### config.mk
export PLATFORM = sky130hd
export DESIGN_NAME = tsb_cell
export DESIGN_NICKNAME = d
export VERILOG_FILES = /design/src/rtl/tab_stop_bitmap_unit_assert.svh /design/src/rtl/tsb_pkg.sv /design/src/rtl/tsb_cell.sv
export SDC_FILE = /design/constraint.sdc
export NUM_CORES = 1
export LEC_CHECK = 0
export BUFFER_PORTS_ARGS = -buffer_cell sky130_fd_sc_hd__buf_2
export CAP_MARGIN = 20
export CELL_PAD_IN_SITES_DETAIL_PLACEMENT = 1
export CELL_PAD_IN_SITES_GLOBAL_PLACEMENT = 1
export CORE_AREA = 2 2 82 65
export DETAILED_ROUTE_END_ITERATION = 8
export DIE_AREA = 0 0 84 67
export PLACE_DENSITY_LB_ADDON = 0.05
export SLEW_MARGIN = 20
export SYNTH_ARGS = -nofsm -noshare
export SYNTH_HDL_FRONTEND = slang
export SYNTH_SLANG_ARGS = --single-unit
### constraint.sdc
create_clock -name clk -period 2 [get_ports clk]
set_input_delay 0.4 -clock clk [delete_from_list [all_inputs] [get_ports clk]]
set_output_delay 0.4 -clock clk [all_outputs]
set_load 0.005 [all_outputs]
### src/rtl/tab_stop_bitmap_unit_assert.svh
// ----------------------------------------------------------------------------
// Tab stop bitmap assertion macros
// Shared forms for the concurrent checks of the tab stop bitmap unit.
// ----------------------------------------------------------------------------
`ifndef TAB_STOP_BITMAP_UNIT_ASSERT_SVH
`define TAB_STOP_BITMAP_UNIT_ASSERT_SVH

// The consequent must hold in the same cycle as the antecedent.
`define TSB_ASSERT_SAME(label, clk, rst_n, ante, cons) \
	label: assert property (@(posedge clk) disable iff (!rst_n) (ante) |-> (cons)) \
		else $error("tab stop bitmap check failed");

// The consequent must hold in the cycle after the antecedent.
`define TSB_ASSERT_NEXT(label, clk, rst_n, ante, cons) \
	label: assert property (@(posedge clk) disable iff (!rst_n) (ante) |=> (cons)) \
		else $error("tab stop bitmap check failed");

`endif

### src/rtl/tsb_pkg.sv
// ----------------------------------------------------------------------------
// Tab stop bitmap package
// Types and constants shared by the cells, the channels and the top level.
// ----------------------------------------------------------------------------
package tsb_pkg;

	// Number of table bytes, each holding eight columns.
	localparam int TABLE_BYTES = 10;
	localparam int CELL_W      = (TABLE_BYTES > 1) ? $clog2(TABLE_BYTES) : 1;
	localparam int COL_W       = 7;
	localparam int CMP_W       = 8;

	typedef enum logic [1:0] {
		OP_CLEAR_ALL = 2'd0,
		OP_SET       = 2'd1,
		OP_CLEAR     = 2'd2,
		OP_FIND      = 2'd3
	} op_t;

	typedef logic [COL_W-1:0]  col_t;
	typedef logic [CELL_W-1:0] cell_idx_t;

	// Table update broadcast to every cell at once.
	typedef struct packed {
		logic en;
		op_t  op;
		col_t column;
	} wr_cmd_t;

	// Search token handed from cell to cell during a find.
	typedef struct packed {
		logic active;
		logic found;
		col_t column;
		col_t result;
	} token_t;

endpackage

### src/rtl/tsb_cell.sv
// ----------------------------------------------------------------------------
// Tab stop bitmap cell
// Holds one table byte, applies broadcast updates and passes the search
// token on to the next cell, claiming it when its byte has a qualifying stop.
// ----------------------------------------------------------------------------
module tsb_cell import tsb_pkg::*; (
	input  logic      clk,
	input  logic      arst_n,
	input  cell_idx_t idx,
	input  wr_cmd_t   wr,
	input  token_t    tok_in,
	output token_t    tok_out
);

	logic [7:0]       byte_q;
	token_t           tok_q;
	token_t           tok_d;
	logic [CMP_W-1:0] idx_ext;
	logic [CMP_W-1:0] wr_byte;
	logic [CMP_W-1:0] tok_byte;
	logic [7:0]       wr_mask;
	logic [7:0]       start_mask;
	logic [7:0]       cand;
	logic [2:0]       pos;
	logic [CMP_W-1:0] hit_col;

	assign idx_ext  = CMP_W'(idx);
	assign wr_byte  = CMP_W'(wr.column[COL_W-1:3]);
	assign tok_byte = CMP_W'(tok_in.column[COL_W-1:3]);
	assign wr_mask  = 8'h80 >> wr.column[2:0];

	// Bytes below the start byte are skipped; the start byte from its bit on.
	always_comb begin
		if (idx_ext < tok_byte) begin
			start_mask = 8'h00;
		end else if (idx_ext == tok_byte) begin
			start_mask = 8'hFF >> tok_in.column[2:0];
		end else begin
			start_mask = 8'hFF;
		end
	end

	assign cand = byte_q & start_mask;

	// Lowest column wins: the most significant set bit.
	always_comb begin
		pos = 3'd0;
		for (int b = 7; b >= 0; b--) begin
			if (cand[7-b]) begin
				pos = 3'(b);
			end
		end
	end

	assign hit_col = CMP_W'({idx, pos}) + CMP_W'(1);

	// The token passes on unchanged unless this cell claims it.
	always_comb begin
		tok_d = tok_in;
		if (tok_in.active && !tok_in.found && (cand != 8'h00)) begin
			tok_d.found  = 1'b1;
			tok_d.result = hit_col[COL_W-1:0];
		end
	end

	always_ff @(posedge clk or negedge arst_n) begin
		if (!arst_n) begin
			byte_q <= 8'h00;
		end else if (wr.en) begin
			case (wr.op)
				OP_CLEAR_ALL: byte_q <= 8'h00;
				OP_SET: begin
					if (wr_byte == idx_ext) begin
						byte_q <= byte_q | wr_mask;
					end
				end
				OP_CLEAR: begin
					if (wr_byte == idx_ext) begin
						byte_q <= byte_q & ~wr_mask;
					end
				end
				default: ;
			endcase
		end
	end

	always_ff @(posedge clk or negedge arst_n) begin
		if (!arst_n) begin
			tok_q <= '0;
		end else begin
			tok_q <= tok_d;
		end
	end

	assign tok_out = tok_q;

endmodule

==> flow_summary.ini, run 1 <==
[status]
status = complete, but fails checks
violations = negative setup slack

[floorplan]
start_util = 0.333
fp.dieH_um = 67
die-area_sq_um = 5630
rows = 22
core-area_sq_um = 4760
ios = 48
die_w_um = 84

[power]
ir_worst_vdd_mv = 0.356
power_switching_uw = 602
total_power_uw = 1690
sw_frac_of_total = 0.356
p_int_uw = 1090
p_leak_uw = 0.00112
seq_power_share = 0.339
power_density_nw_per_um2 = 660
p_comb_frac = 0.456
clkPwrFrac = 0.205

[grt]
grt_pass1_wl_um = 9470
grt_util_all_layers = 0.216
antenna_found_initial = 0
grt_start_max_net_pins = 25
grt_pass1_vias = 1924
grt_overflow = 0

[flow_run]
maxCapViolations = 0

[synthesis]
muxShareOfSynthArea = 0.00710
seq_area_frac_synth = 0.379
synth_top_family_by_area = compound AO/OA/AOI/OAI gates
synth_common_cells = dfrtp_1 (24), a21oi_1 (22), nor2_1 (17)
synth_cells = 181
synthDistinctLibCells = 43
ys_top_cells_by_area = dfrtp_1 (38%), a21oi_1 (6.9%), ha_1 (6.3%)
synth-xor-area-share = 0.0386
async_flop_share = 1.00
syn_area_sq_um = 1590
yosys_warnings = 0
avgSynthCellArea_sq_um = 8.77
synth_edf_count = 0
synth_compound_area_frac = 0.270
ys_ff_latch = 24
syn_nets = 221
synth_simple_gate_area_frac = 0.171
ys.flop_type = dfrtp_1
synth_top_cell_area_share = 0.379
synth_top_area_cell = dfrtp_1
yosys.area_share.adder = 0.0631
synth_most_common_cell = dfrtp_1

[drt]
wl_per_cell_um = 18.1
vias_per_cell = 5.35
drt_first_iter_violations = 60
drc_errors = 0
drt-total-wl_um = 5890
drt_first_pass_iters = 4
detail-route-antenna-nets = 0
vias = 1743

[sta]
period_share = 1.16
fin_crit_ns = 2.33
fmax_mhz = 430
drv_slew = 0
grt_setup_unrepaired = true
worstMarginPinSlew_ns = 0.579
fin_ws_ns = -0.326
fin_setup_tns_ns = -1.47
hold_viol = 0
clock_skew_ns = 0.00201
slew_headroom = 0.614
final-setup-viol-count = 7

[placement]
hpwlAfterDp_um = 4130
placed_area_sq_um = 2220
place_inst = 314
place_congestion = 0.912
io_buffer_count = 47

[min_path]
hp-class = primary input to asynchronous set/reset pin

[setup_path]
r2r_cells = 7
worstPathRequired_ns = 2.21
crit_path_start = idx[0]
r2r_end = tok_out[5]
regToRegStartpoint = byte_q[0]
crit_path_end_kind = flip-flop
worst-setup-path-type = primary input to flip-flop
path_max_fanout = 4
cp.arrival_ns = 2.53
cp-start-kind = primary input
ff2ff_setup_slack_ns = -0.19

[clock_network]
cts_buffers = 3
cts-root-buf = clkbuf_8
cts.clk_slew.worst_paths_ns = 0.09
insertion_delay_ns = 0.28
cts_tree = built
clockBufferDepth = 2
cts.sinks = 24
h-tree-depth = 1

[cells_and_area]
layout-drive-gt1-share = 0.500
area_growth_pct = 61.3
fin_area_sq_um = 2560
antennaDiodeCount = 0
finalNetCount = 307
final_cells = 326
-- logic make-up after synthesis --
kind of cell | after synthesis
AO/OA/AOI/OAI | 66
XOR/XNOR | 7
adder cells (fa/ha/maj) | 8
buffers and inverters | 22
flip-flops | 24
multiplexers | 1
AND/OR/NAND/NOR | 53
-- sequential cells by signal (all words and copies together) (netlist names) --
signal,count
tok_out,16
byte_q,8
-- routing by layer --
| layer | share of wire | GRT usage | wire [um] | up-vias |
|---|---|---|---|---|
| li1 | - | - | - | 835 |
| met1 | 0.44 | 0.262 | 2610 | 834 |
| met2 | 0.48 | 0.384 | 2800 | 60 |
| met3 | 0.060 | 0.0545 | 351 | 14 |
| met4 | 0.021 | 0.0565 | 125 | 0 |
| met5 | 0 | 0 | 0 | - |
-- how the worst max path moves through the flow --
| stage | endpoint | slack [ns] | cells past startpoint |
|---|---|---|---|
| 2_1_floorplan | tok_out[6] | -0.35 | 13 |
| 4_1_cts | tok_out[6] | -0.35 | 13 |
| 6_report | tok_out[5] | -0.33 | 10 |
| 3_5_place_dp | tok_out[6] | -0.72 | 13 |
| 3_3_place_gp | tok_out[6] | -0.58 | 13 |
| 5_1_grt | tok_out[6] | -0.41 | 13 |
-- per-stage QoR --
step	hold slack [ns]	utilization	setup WS, ns
after floorplan	0.104	-	-0.347
after global placement	0.412	0.465	-0.580
after detailed placement	0.435	0.465	-0.719
after CTS	0.131	0.513	-0.354
after global routing	0.138	0.537	-0.407
final	0.110	0.537	-0.326
-- cell usage in the layout (no fill, tap or decap), types with 4 or more instances in the layout --
master and instances:
nand3_1 5, o21ai_0 6, buf_6 9, o21ai_1 4, o31ai_1 5, buf_2 39
nor2_1 16, buf_4 39, a21oi_1 17, xnor2_1 6, o211ai_1 4, dfrtp_1 24
a31oi_1 6, clkbuf_8 4, ha_4 5, a21oi_2 5, nand2_1 9, inv_1 9
-- final cells by class --
cell class / count / area, sq um
Multi-Input combinational cell: 135 / 1140
Tap cell: 60 / 75.1
Inverter: 14 / 67.6
Sequential cell: 24 / 601
Fill cell: 572 / 2200
Clock buffer: 4 / 55.1
Timing Repair Buffer: 89 / 619
-- worst max-delay path, cell delays in order --
cell      delay [ns]
buf_8           0.08
inv_4           0.03
ha_4            0.27
and4_4          0.25
o211ai_1        0.08
a22o_1          0.24
a311o_1         0.35
buf_4           0.15
or4_4           0.52
a31oi_4         0.16
-- repair_timing --
item / in CTS / in global routing
setup endpoints to repair: 8 / 8
pin swaps: 19 / 13
hold buffers: 0 / 0
resized for setup: 29 / 20
cloned: 0 / 0
buffers inserted: 6 / 5
-- power groups by stage --
stage,logic [uW],clock network (uW),registers [uW]
floorplan,319,0,576
global placement,580,0,577
detailed placement,601,0,578
CTS,676,359,569
global route,832,380,579
finish,770,347,572
(Power assumes the default switching activity.)
==> run 2: changes to the inputs <==
Settings changed: ABC_AREA from default to 1, CORE_AREA 2 2 82 65 to 2 2 83 65, DIE_AREA 0 0 84 67 to 0 0 85 67.
==> run 2 against run 1 <==
Net effect: the run now ends clean; global-route usage down 5.4 points; worst setup slack gained 0.36 ns; maximum frequency is 19% higher; sequential power shrank 7.9%.
==> flow_summary.ini, run 2 <==
[setup_path]
path_max_fanout = 8
cp_cell_sequence = buf_12 > inv_12 > ha_4 > nand2_4 > inv_2 > nand2_2 > nand2_4 > nand3_4 > nand2_2 > nand2_1 > nand2_1 > nand2_1 > nand2_1 > nand2_2 > nand2_2 > inv_2 > ha_4 > xor2_1 > o21ai_2
r2r_end = tok_out[2]
r2r_cells = 13
worstPathRequired_ns = 2.19
cp_slowest_cell = ha_4
critical_path_buf_inv_count = 4
regToRegStartpoint = byte_q[0]
critPathMaxStageDelay_ns = 0.28
cp-start-kind = primary input
cp_top_family = simple AND/OR/NAND/NOR gates
ff2ff_setup_slack_ns = 0.35
worst-setup-path-type = primary input to flip-flop
crit_path_end_kind = flip-flop
cp.arrival_ns = 2.15

[floorplan]
rows = 22
ios = 48
die_w_um = 85
fp.dieH_um = 67
die-area_sq_um = 5700
start_util = 0.319
core-area_sq_um = 4820

[grt]
grt_pass1_vias = 1513
grt_overflow = 0
grt_pass1_wl_um = 7230
antenna_found_initial = 0
grt_start_max_net_pins = 25
grt_util_all_layers = 0.162

[placement]
io_buffer_count = 47
hpwlAfterDp_um = 3430
place_congestion = 0.786

[power]
p_int_uw = 810
sw_frac_of_total = 0.312
p_leak_uw = 0.00110
seq_power_share = 0.447
ir_worst_vdd_mv = 0.242
power_switching_uw = 368
clkPwrFrac = 0.248
total_power_uw = 1180
power_density_nw_per_um2 = 517
p_comb_frac = 0.305

[sta]
fin_crit_ns = 1.96
period_share = 0.981
hold_viol = 0
worstMarginPinSlew_ns = 0.563
slew_headroom = 0.625
fmax_mhz = 510
final-setup-viol-count = 0
clock_skew_ns = 0.00876
whs_ns = 0.108
drv_slew = 0
grt_setup_unrepaired = true

[drt]
detail-route-antenna-nets = 0
drt-total-wl_um = 4330
vias = 1541
vias_per_cell = 4.73
wl_per_cell_um = 13.3
drt_first_iter_violations = 66
drc_errors = 0
drt_first_pass_iters = 4

[clock_network]
cts_tree = built
insertion_delay_ns = 0.27
h-tree-depth = 1
cts.sinks = 24
clockBufferDepth = 2
cts-root-buf = clkbuf_8
cts.clk_slew.worst_paths_ns = 0.09
holdBufCountCts = 0
cts_buffers = 3

[synthesis]
yosys_warnings = 0
synth_most_common_cell = nand2_1
ys_top_cells_by_area = dfrtp_1 (39%), nand2_1 (14%), inv_1 (7.3%)
synth_cells = 201
seq_area_frac_synth = 0.391
ys.flop_type = dfrtp_1
synth_edf_count = 0
syn_nets = 241
syn_area_sq_um = 1540
synth_common_cells = nand2_1 (57), inv_1 (30), dfrtp_1 (24)
synthDistinctLibCells = 26
avgSynthCellArea_sq_um = 7.64
async_flop_share = 1.00
ys_ff_latch = 24
synth_top_area_cell = dfrtp_1
synth_top_cell_area_share = 0.391

[cells_and_area]
layout_common_cells = nand2_1 (46), buf_2 (42), dfrtp_1 (24)
fillers = 609
finalNetCount = 308
final_common_cell = nand2_1
largest_register_ffs = 16
antennaDiodeCount = 0
layout-drive-gt1-share = 0.455
area_growth_pct = 48.3

[flow_run]
maxCapViolations = 0

[status]
status = finished clean

[min_path]
hp-class = primary input to asynchronous set/reset pin
==> run 2: cell types whose count changed after synthesis, moves of 4 or more <==
cell	before	now
a211oi_1	0	8
a21oi_1	22	12
a31oi_1	7	1
inv_1	14	30
nand2_1	10	57
nand3_1	5	14
nor2_1	17	4
nor2b_1	4	0
o211ai_1	4	0
o21ai_2	0	4
o31ai_1	5	0
==> run 2: layout make-up <==
class,instances,area [sq um],area share
multi-input combinational,141,1000,0.440
sequential,24,601,0.264
timing repair buffer,67,429,0.188
inverter,31,129,0.0566
tap,60,75.1,0.0330
clock buffer,3,41.3,0.0181
==> run 2: kinds of logic (layout without fill, tap and decap cells) <==
family	after synthesis	after routing	synth area share
xor gates and xnor gates	5	5	0.0285
and+or+nand+nor	91	91	0.277
buffers and inverters	36	101	0.0937
AOI/OAI and AO/OA	37	37	0.144
adders and majority gates	8	8	0.0652
DFF	24	24	0.391
==> run 2: metrics by stage <==
step / utilization / cell area, sq um / TNS (ns) / instances / worst slack (ns)
floorplan: - / 1640 / -0.0612 / 201 / -0.0528
global placement: 0.428 / 2060 / -2.29 / 321 / -0.304
detailed placement: 0.428 / 2060 / -2.38 / 321 / -0.373
CTS: 0.449 / 2160 / 0 / 324 / 0.00593
global route: 0.473 / 2280 / -0.259 / 326 / -0.109
finish: 0.473 / 2280 / 0 / 326 / 0.0379
==> run 2: worst max-delay path by stage <==
stage / startpoint / end / slack [ns] / cells after the start
after global placement: tok_in[13] / tok_out[2] / -0.30 / 16
after CTS: idx[0] / tok_out[2] / 0.006 / 18
after detailed placement: tok_in[13] / tok_out[2] / -0.37 / 16
after floorplan: tok_in[13] / tok_out[2] / -0.05 / 15
final: tok_in[13] / tok_out[2] / 0.04 / 19
after global routing: tok_in[13] / tok_out[6] / -0.11 / 19
==> run 2: layer usage <==
metal,vias up,GRT usage,share of wire
li1,783,-,-
met1,723,0.228,0.52
met2,33,0.259,0.43
met3,2,0.0359,0.042
met4,0,0.0238,0.0032
met5,-,0,0
==> run 2: power by group through the flow <==
stage	clock, uW	sequential, uW	combinational (uW)
global placement	0	536	312
detailed placement	0	536	318
floorplan	0	539	171
global route	331	531	401
finish	292	527	359
CTS	305	528	335
==> run 2: timing repair <==
action / in CTS / in global routing
endpoints found under the setup margin: 4 / 8
pin swaps: 6 / 20
gates resized for setup: 14 / 23
setup buffers: 0 / 2
cloned: 0 / 0
==> run 3: changes to the inputs <==
Settings changed: BUFFER_PORTS_ARGS -buffer_cell sky130_fd_sc_hd__buf_2 to default, CORE_AREA 2 2 83 65 to 2 2 75 59, DIE_AREA 0 0 85 67 to 0 0 77 61, DONT_BUFFER_PORTS from default to 1, HOLD_SLACK_MARGIN from default to 0.06.
==> run 3 against run 2 <==
Net effect: clock power increased by 15%; routed wire length decreased by 5.6%; final cell count decreased by 16%; count of clock-buffer cells in the layout increased by 1; critical path depth decreased by 4; largest cell class unchanged; register-to-register slack improved by 0.04 ns; worst hold slack improved by 0.041 ns; die area decreased by 18%; non-clock buffer count decreased by 47; first-iteration DRC count decreased by 39%; critical path type unchanged; maximum frequency increased by 2.9%.
==> flow_summary.ini, run 3 (synthesized netlist as in run 2, its figures left out) <==
[sta]
fmax_mhz = 525
drv_slew = 0
worstMarginPinSlew_ns = 0.327
clock_skew_ns = 0.00588
period_share = 0.953
hold_viol = 0
fin_crit_ns = 1.91
final-setup-viol-count = 0
slew_headroom = 0.782
whs_ns = 0.149
grt_setup_unrepaired = true

[min_path]
holdPathEnd = tok_out[7]
hp-class = primary input to flip-flop
min_path_cells = 0
hp-start = tok_in[7]

[clock_network]
cts_buffers = 3
cts.sinks = 24
insertion_delay_ns = 0.27
cts_tree = built
h-tree-depth = 1
clockBufferDepth = 2
cts-root-buf = clkbuf_8
cts.clk_slew.worst_paths_ns = 0.09

[power]
power_density_nw_per_um2 = 584
p_leak_uw = 0.000902
ir_worst_vdd_mv = 0.382

[floorplan]
die_w_um = 77
start_util = 0.388
fp.dieH_um = 61
rows = 20
core-area_sq_um = 3950
ios = 48
die-area_sq_um = 4700

[cells_and_area]
layout-drive-gt1-share = 0.273
area_growth_pct = 26.1
layout_common_cells = nand2_1 (52), dfrtp_1 (24), inv_1 (23)
finalNetCount = 261
largest_register_ffs = 16
antennaDiodeCount = 0
final_common_cell = nand2_1
fin_util = 0.490

[placement]
hpwlAfterDp_um = 3360
place_congestion = 0.774
io_buffer_count = 0

[setup_path]
cp-start-kind = primary input
r2r_cells = 9
cp.arrival_ns = 2.07
path_max_fanout = 8
worstPathRequired_ns = 2.17
cp_slowest_cell = ha_4
regToRegStartpoint = byte_q[1]
crit_path_start = tok_in[13]
critPathMaxStageDelay_ns = 0.27
r2r_end = tok_out[2]
worst-setup-path-type = primary input to flip-flop
critical_path_buf_inv_count = 4
cp_cell_sequence = inv_12 > ha_4 > nand2_4 > inv_2 > nand2_2 > nand2_4 > nand3_2 > nand2_2 > inv_2 > nor2_2 > inv_1 > a31oi_4 > ha_4 > xor2_1 > o21ai_2
cp_top_family = simple AND/OR/NAND/NOR gates
ff2ff_setup_slack_ns = 0.39
crit_path_end_kind = flip-flop

[drt]
vias = 1402
drc_errors = 0
wl_per_cell_um = 14.9
drt_first_iter_violations = 40
drt_first_pass_iters = 4
detail-route-antenna-nets = 0
vias_per_cell = 5.10
drt-total-wl_um = 4090

[grt]
grt_start_max_net_pins = 25
grt_overflow = 0
grt_pass1_vias = 1420
grt_util_all_layers = 0.187
antenna_found_initial = 0
grt_pass1_wl_um = 6800

[status]
status = finished clean

[flow_run]
maxCapViolations = 0
==> run 3: cell types whose count changed in the layout (fill, tap and decap cells not counted), sizes merged <==
cell,change
buf,-48
dlygate4sd3,+1
clkbuf,+1
==> run 3: cell type report <==
type / count / area, sq um
inverter: 31 / 129
tap: 55 / 68.8
sequential: 24 / 601
clock buffer: 4 / 55.1
timing repair buffer: 20 / 169
fill: 510 / 2020
multi-input combinational: 141 / 913
==> run 3: stage by stage <==
| stage | worst slack (ns) | total power [uW] | std cells | instance area (sq um) | TNS, ns |
|---|---|---|---|---|---|
| 2_1_floorplan | -0.0528 | 710 | 201 | 1640 | -0.0612 |
| 3_3_place_gp | -0.159 | 770 | 268 | 1810 | -0.845 |
| 3_5_place_dp | -0.240 | 779 | 268 | 1810 | -1.50 |
| 4_1_cts | 0.0693 | 1150 | 274 | 1900 | 0 |
| 5_1_grt | -0.0173 | 1200 | 275 | 1940 | -0.0232 |
| 6_report | 0.0937 | 1130 | 275 | 1940 | 0 |
==> run 3: report_power, final <==
group	total [uW]	switching [uW]	internal (uW)
Sequential	534	18.0	516
Clock	335	159	176
Combinational	261	148	112
==> run 3: worst register-to-register path, stage by stage, from the launching register on <==
cell and delay [ns]:
dfrtp_1 0.41, nand3_2 0.11, nand2_2 0.09, inv_2 0.04
nor2_2 0.12, inv_1 0.09, a31oi_4 0.21, ha_4 0.19
xor2_1 0.19, o21ai_2 0.08
==> run 3: repair_timing <==
item	4_1_cts	5_1_grt
gates cloned	0	0
buffers inserted	0	1
hold buffers	2	0
gates resized for setup	1	6
pin swaps	0	4
endpoints found under the setup margin	2	6
endpoints found under the hold margin	24	0
==> run 3: layer usage <==
layer | vias to the layer above | GRT usage | wire [um]
met2 | 29 | 0.316 | 1910
met1 | 682 | 0.258 | 1970
li1 | 687 | - | -
met5 | - | 0 | 0
met4 | 0 | 0.0306 | 21
met3 | 4 | 0.0402 | 189
==> run 3: worst max-delay path by stage <==
stage                            end  slack [ns]  cells after the start
after floorplan           tok_out[2]       -0.05                     15
after global placement    tok_out[6]       -0.16                     13
after detailed placement  tok_out[6]       -0.24                     13
after CTS                 tok_out[6]        0.07                     13
after global routing      tok_out[2]       -0.02                     15
final                     tok_out[2]        0.09                     15
